==> config.mk <==
export PLATFORM = sky130hd
export DESIGN_NAME = cdm_ctrl
export DESIGN_NICKNAME = d
export VERILOG_FILES = /design/src/rtl/core/cdm_pkg.sv /design/src/rtl/core/cdm_ctrl.sv
export SDC_FILE = /design/constraint.sdc
export NUM_CORES = 1
export LEC_CHECK = 0
export ABC_AREA = 1
export BUFFER_PORTS_ARGS = -buffer_cell sky130_fd_sc_hd__buf_2
export CAP_MARGIN = 5
export CORE_AREA = 4 4 41 43
export CTS_BUF_LIST = sky130_fd_sc_hd__clkbuf_4 sky130_fd_sc_hd__clkbuf_8
export DETAILED_ROUTE_END_ITERATION = 8
export DIE_AREA = 0 0 45 47
export GPL_TIMING_DRIVEN = 1
export SKIP_CTS_REPAIR_TIMING = 1
export SYNTH_ARGS = -nofsm -noshare
export SYNTH_HDL_FRONTEND = slang
export SYNTH_SLANG_ARGS = --single-unit
==> constraint.sdc <==
create_clock -name clk -period 1.2 [get_ports clk]
set_input_delay 0.12 -clock clk [delete_from_list [all_inputs] [get_ports clk]]
set_output_delay 0.12 -clock clk [all_outputs]
set_load 0.01 [all_outputs]
==> src/rtl/core/cdm_pkg.sv <==
// Shared types and constants for the coast distance map block.
package cdm_pkg;

  localparam int HEIGHT_W = 16;
  localparam int COORD_W  = 6;
  localparam int LEVEL_W  = 2;
  localparam int SIDE_CFG_W = 7;
  localparam int REG_IDX_W  = 1;
  localparam int CFG_DATA_W = 16;

  localparam logic [REG_IDX_W-1:0] REG_WATER_LEVEL = 1'b0;
  localparam logic [REG_IDX_W-1:0] REG_MAP_SIDE    = 1'b1;

  localparam logic KIND_LOAD = 1'b0;
  localparam logic KIND_READ = 1'b1;

  localparam logic [LEVEL_W-1:0] LAND_LEVEL = 2'd3;
  localparam logic [LEVEL_W-1:0] OPEN_LEVEL = 2'd0;

  // Scan passes over the map
  localparam logic [1:0] PASS_ROW_FWD = 2'd0;
  localparam logic [1:0] PASS_ROW_REV = 2'd1;
  localparam logic [1:0] PASS_COL_FWD = 2'd2;
  localparam logic [1:0] PASS_COL_REV = 2'd3;

  typedef struct packed {
    logic                kind;
    logic [HEIGHT_W-1:0] height;
    logic [COORD_W-1:0]  row;
    logic [COORD_W-1:0]  column;
  } req_t;

  typedef struct packed {
    logic               ready_res;
    logic [LEVEL_W-1:0] level;
  } res_t;

  typedef enum logic [1:0] {
    ST_IDLE,
    ST_SCAN,
    ST_DRAIN
  } state_t;

  typedef struct packed {
    logic in_ready;
    logic load_en;
    logic rd_en;
    logic scan_start;
    logic scan_step;
    logic pass_next;
    logic done;
  } ctrl_cmd_t;

  typedef struct packed {
    logic load_last;
    logic scan_last;
    logic pass_last;
    logic rd_pend;
    logic out_busy;
  } ctrl_sts_t;

endpackage

==> src/rtl/core/cdm_ctrl.sv <==
// Sequencer for loading, reads and the four decay passes.
module cdm_ctrl
  import cdm_pkg::*;
(
  input  logic      clk,
  input  logic      rst,
  input  logic      req_valid,
  input  logic      req_kind,
  input  ctrl_sts_t sts,
  output ctrl_cmd_t cmd
);

  state_t state, state_next;
  logic   in_ready;
  logic   take;

  assign in_ready = (state == ST_IDLE) && !sts.rd_pend && !sts.out_busy;
  assign take     = in_ready && req_valid;

  always_ff @(posedge clk) begin
    if (rst) begin
      state <= ST_IDLE;
    end else begin
      state <= state_next;
    end
  end

  always_comb begin
    state_next = state;
    case (state)
      ST_IDLE: begin
        if (take && req_kind == KIND_LOAD && sts.load_last) begin
          state_next = ST_SCAN;
        end
      end
      ST_SCAN: begin
        if (sts.scan_last) begin
          state_next = ST_DRAIN;
        end
      end
      ST_DRAIN: begin
        state_next = sts.pass_last ? ST_IDLE : ST_SCAN;
      end
      default: state_next = ST_IDLE;
    endcase
  end

  always_comb begin
    cmd = '0;
    case (state)
      ST_IDLE: begin
        cmd.in_ready   = in_ready;
        cmd.load_en    = take && req_kind == KIND_LOAD;
        cmd.rd_en      = take && req_kind == KIND_READ;
        cmd.scan_start = take && req_kind == KIND_LOAD && sts.load_last;
      end
      ST_SCAN: begin
        cmd.scan_step = 1'b1;
      end
      ST_DRAIN: begin
        // last write of the pass lands here; no read is issued
        cmd.pass_next = !sts.pass_last;
        cmd.done      = sts.pass_last;
      end
      default: cmd = '0;
    endcase
  end

endmodule

==> flow_summary.toml <==
[power]
switching_share_pct = 25.35
power.total_uw = 264.4
power_switching_uw = 67.03
combPwrFrac_pct = 16.3
p_leak_uw = 0.0002093
p_int_uw = 197.3
p_clk_share_pct = 58.4
power_density_mw_per_mm2 = 835.2
ir_drop_v = 0.0003989
seqPwrFrac_pct = 25.2

[routing]
drtIter0Drc = 4
routedWlPerCell_um = 7.846
via_per_inst = 3.600
routed_wl_um = 510
drc = 0
vias = 234
dr.pass1.iters = 4
detail-route-antenna-nets = 0

[worst_setup_path]
crit_type = "reg2out"
critPathBufInv = 2
end_kind = "primary output"
critPathArrivalTime_ns = 1.12
crit_required_ns = 1.08
cp_top_family = "simple AND/OR/NAND/NOR gates"
cp_max_fo = 3
critPathLaunchType = "flip-flop"
crit_chain = "nor2_4 -> nand2_2 -> nor2_4 -> nand3_2 -> inv_1 -> buf_2"
slowest_stage = "dfxtp_4"
slowest_delay_ns = 0.34
path_common_cell = "nor2_4"

[final_layout]
top_regs = "state: 2 flops"
area_growth_pct = 80.71
n_fill_cell = 166
fin_nets = 61
fin_cells = 65
regMostFlops = "state"
largest_reg_flops = 2
drive_above_1_share_pct = 54.00
regArea_um2 = 45.04
multi_input_area_um2 = 95.09
insertedDiodeCount = 0

[sta]
setup_tns_ns = -0.03882
fin_skew_ns = 0.01026
finalCritPeriodShare_pct = 103.2
setup_slack_ns = -0.03882
grt_setup_unrepaired = "true"
finalHoldViolCount = 0
slew_headroom_pct = 85.40
tightest_slew_ns = 0.2170
whs_ns = 0.06572
setup_viol_count_final = 1
fmax_mhz = 807.2
fin_crit_ns = 1.239
slew_viol_final = 0

[status]
status = "complete, but fails checks"
violations = "setup timing"

[logic_synthesis]
synth_nets = 40
synthCells = 31
syn_area_per_cell_um2 = 5.651
ys_seq_area_share_pct = 22.86
synth_warnings = 0
synth_area_um2 = 175.2
netlist-cell-type-count = 11
ys_ff_latch = 2

[grt]
grt_pass1_wl_um = 793
grt.total_usage_pct = 5.674
antenna_found_initial = 0
grt_pass1_vias = 218
overflow = 0
grt_start_max_net_pins = 6

[job]
max_cap_violations = 0

[clock_network]
ctsRootBufferMaster = "clkbuf_4"
clkTransAtPathRegs_ns = 0.03
cts_buffers = 3
clk_latency_ns = 0.23
cts_tree = "done"
clockBufferDepth = 2
cts.sinks = 2
htreeDepth = 1

[floorplan]
initial_utilization_pct = 13.46
die_h_um = 47
core_area_mm2 = 0.001301
num_rows = 13
ios = 16
die_w_um = 45
die_area_mm2 = 0.002115

[placed_design]
port_buffers = 15
globalplace.congestion = 0.6370
placedCellCount = 60

[min_path]
min_path_type = "in2reg"
-- cells by family after synthesis --
group	Yosys count	synth area share, %
flops	2	22.86
buf+inv	13	30.00
compound gates	1	5.001
simple gates	15	42.14
-- synthesized netlist by cell type --
library cell  count  area share, %
nor2_1            5             11
nor3_1            1            2.9
nand2_1           3            6.4
nor2_2            2            7.1
nand3_2           1            5.7
a21oi_2           1            5.0
nor4_1            1            3.6
nand3_1           2            5.7
dfxtp_1           2             23
inv_1            12             26
buf_4             1            4.3
-- layout make-up --
class                      count  area share [%]
tap                           15           5.929
sequential                     2           14.23
timing repair buffer          17           28.46
clock buffer                   3           7.115
inverter                      12           14.23
multi-input combinational     16           30.04
-- power groups by stage --
stage | Combinational (µW) | Clock [µW] | Sequential (µW)
2_1_floorplan | 19.1 | 0 | 69.2
3_3_place_gp | 38.6 | 0 | 69.4
4_1_cts | 39.3 | 162 | 68.5
6_report | 43.2 | 154 | 66.7
3_5_place_dp | 39.0 | 0 | 69.4
5_1_grt | 49.6 | 171 | 66.7
-- placed cells by master, fill, tap and decap left out --
cell,netlist,final
nor2_1,5,5
nand3_1,2,2
nand2_2,0,1
dfxtp_4,0,1
nand3_2,1,1
nor4_1,1,1
clkbuf_4,0,3
buf_4,1,2
inv_1,12,12
nor2_4,0,2
buf_2,0,15
nand2_1,3,2
dfxtp_2,0,1
a21oi_2,1,1
nor3_1,1,1
-- through the flow --
stage	worst slack (ns)	instance area, µm²	util [%]
floorplan	0.2891	175.2	-
global placement	0.1652	261.5	20.10
detailed placement	0.1216	261.5	20.10
CTS	-0.1374	284.0	21.83
global route	-0.1172	316.6	24.33
finish	-0.03882	316.6	24.33
-- final timing paths --
path / endpoint / slack, ns / depth (start not counted) / start
setup reg to reg: state[0] / 0.18 / 6 / state[0]
hold reg to reg: state[1] / 0.48 / 1 / state[1]
setup / recovery: cmd[3] / -0.04 / 6 / state[0]
hold / removal: state[0] / 0.07 / 2 / rst
-- metal layers --
metal  routed length, µm  global-route usage, %  up-vias
met5                   0                      0        -
met4                   0                  7.018        0
met3                  85                  3.448        0
met2                 235                  7.910       14
met1                 189                  5.192       94
li1                    -                      -      126
Power figures use the tool's default switching activity.
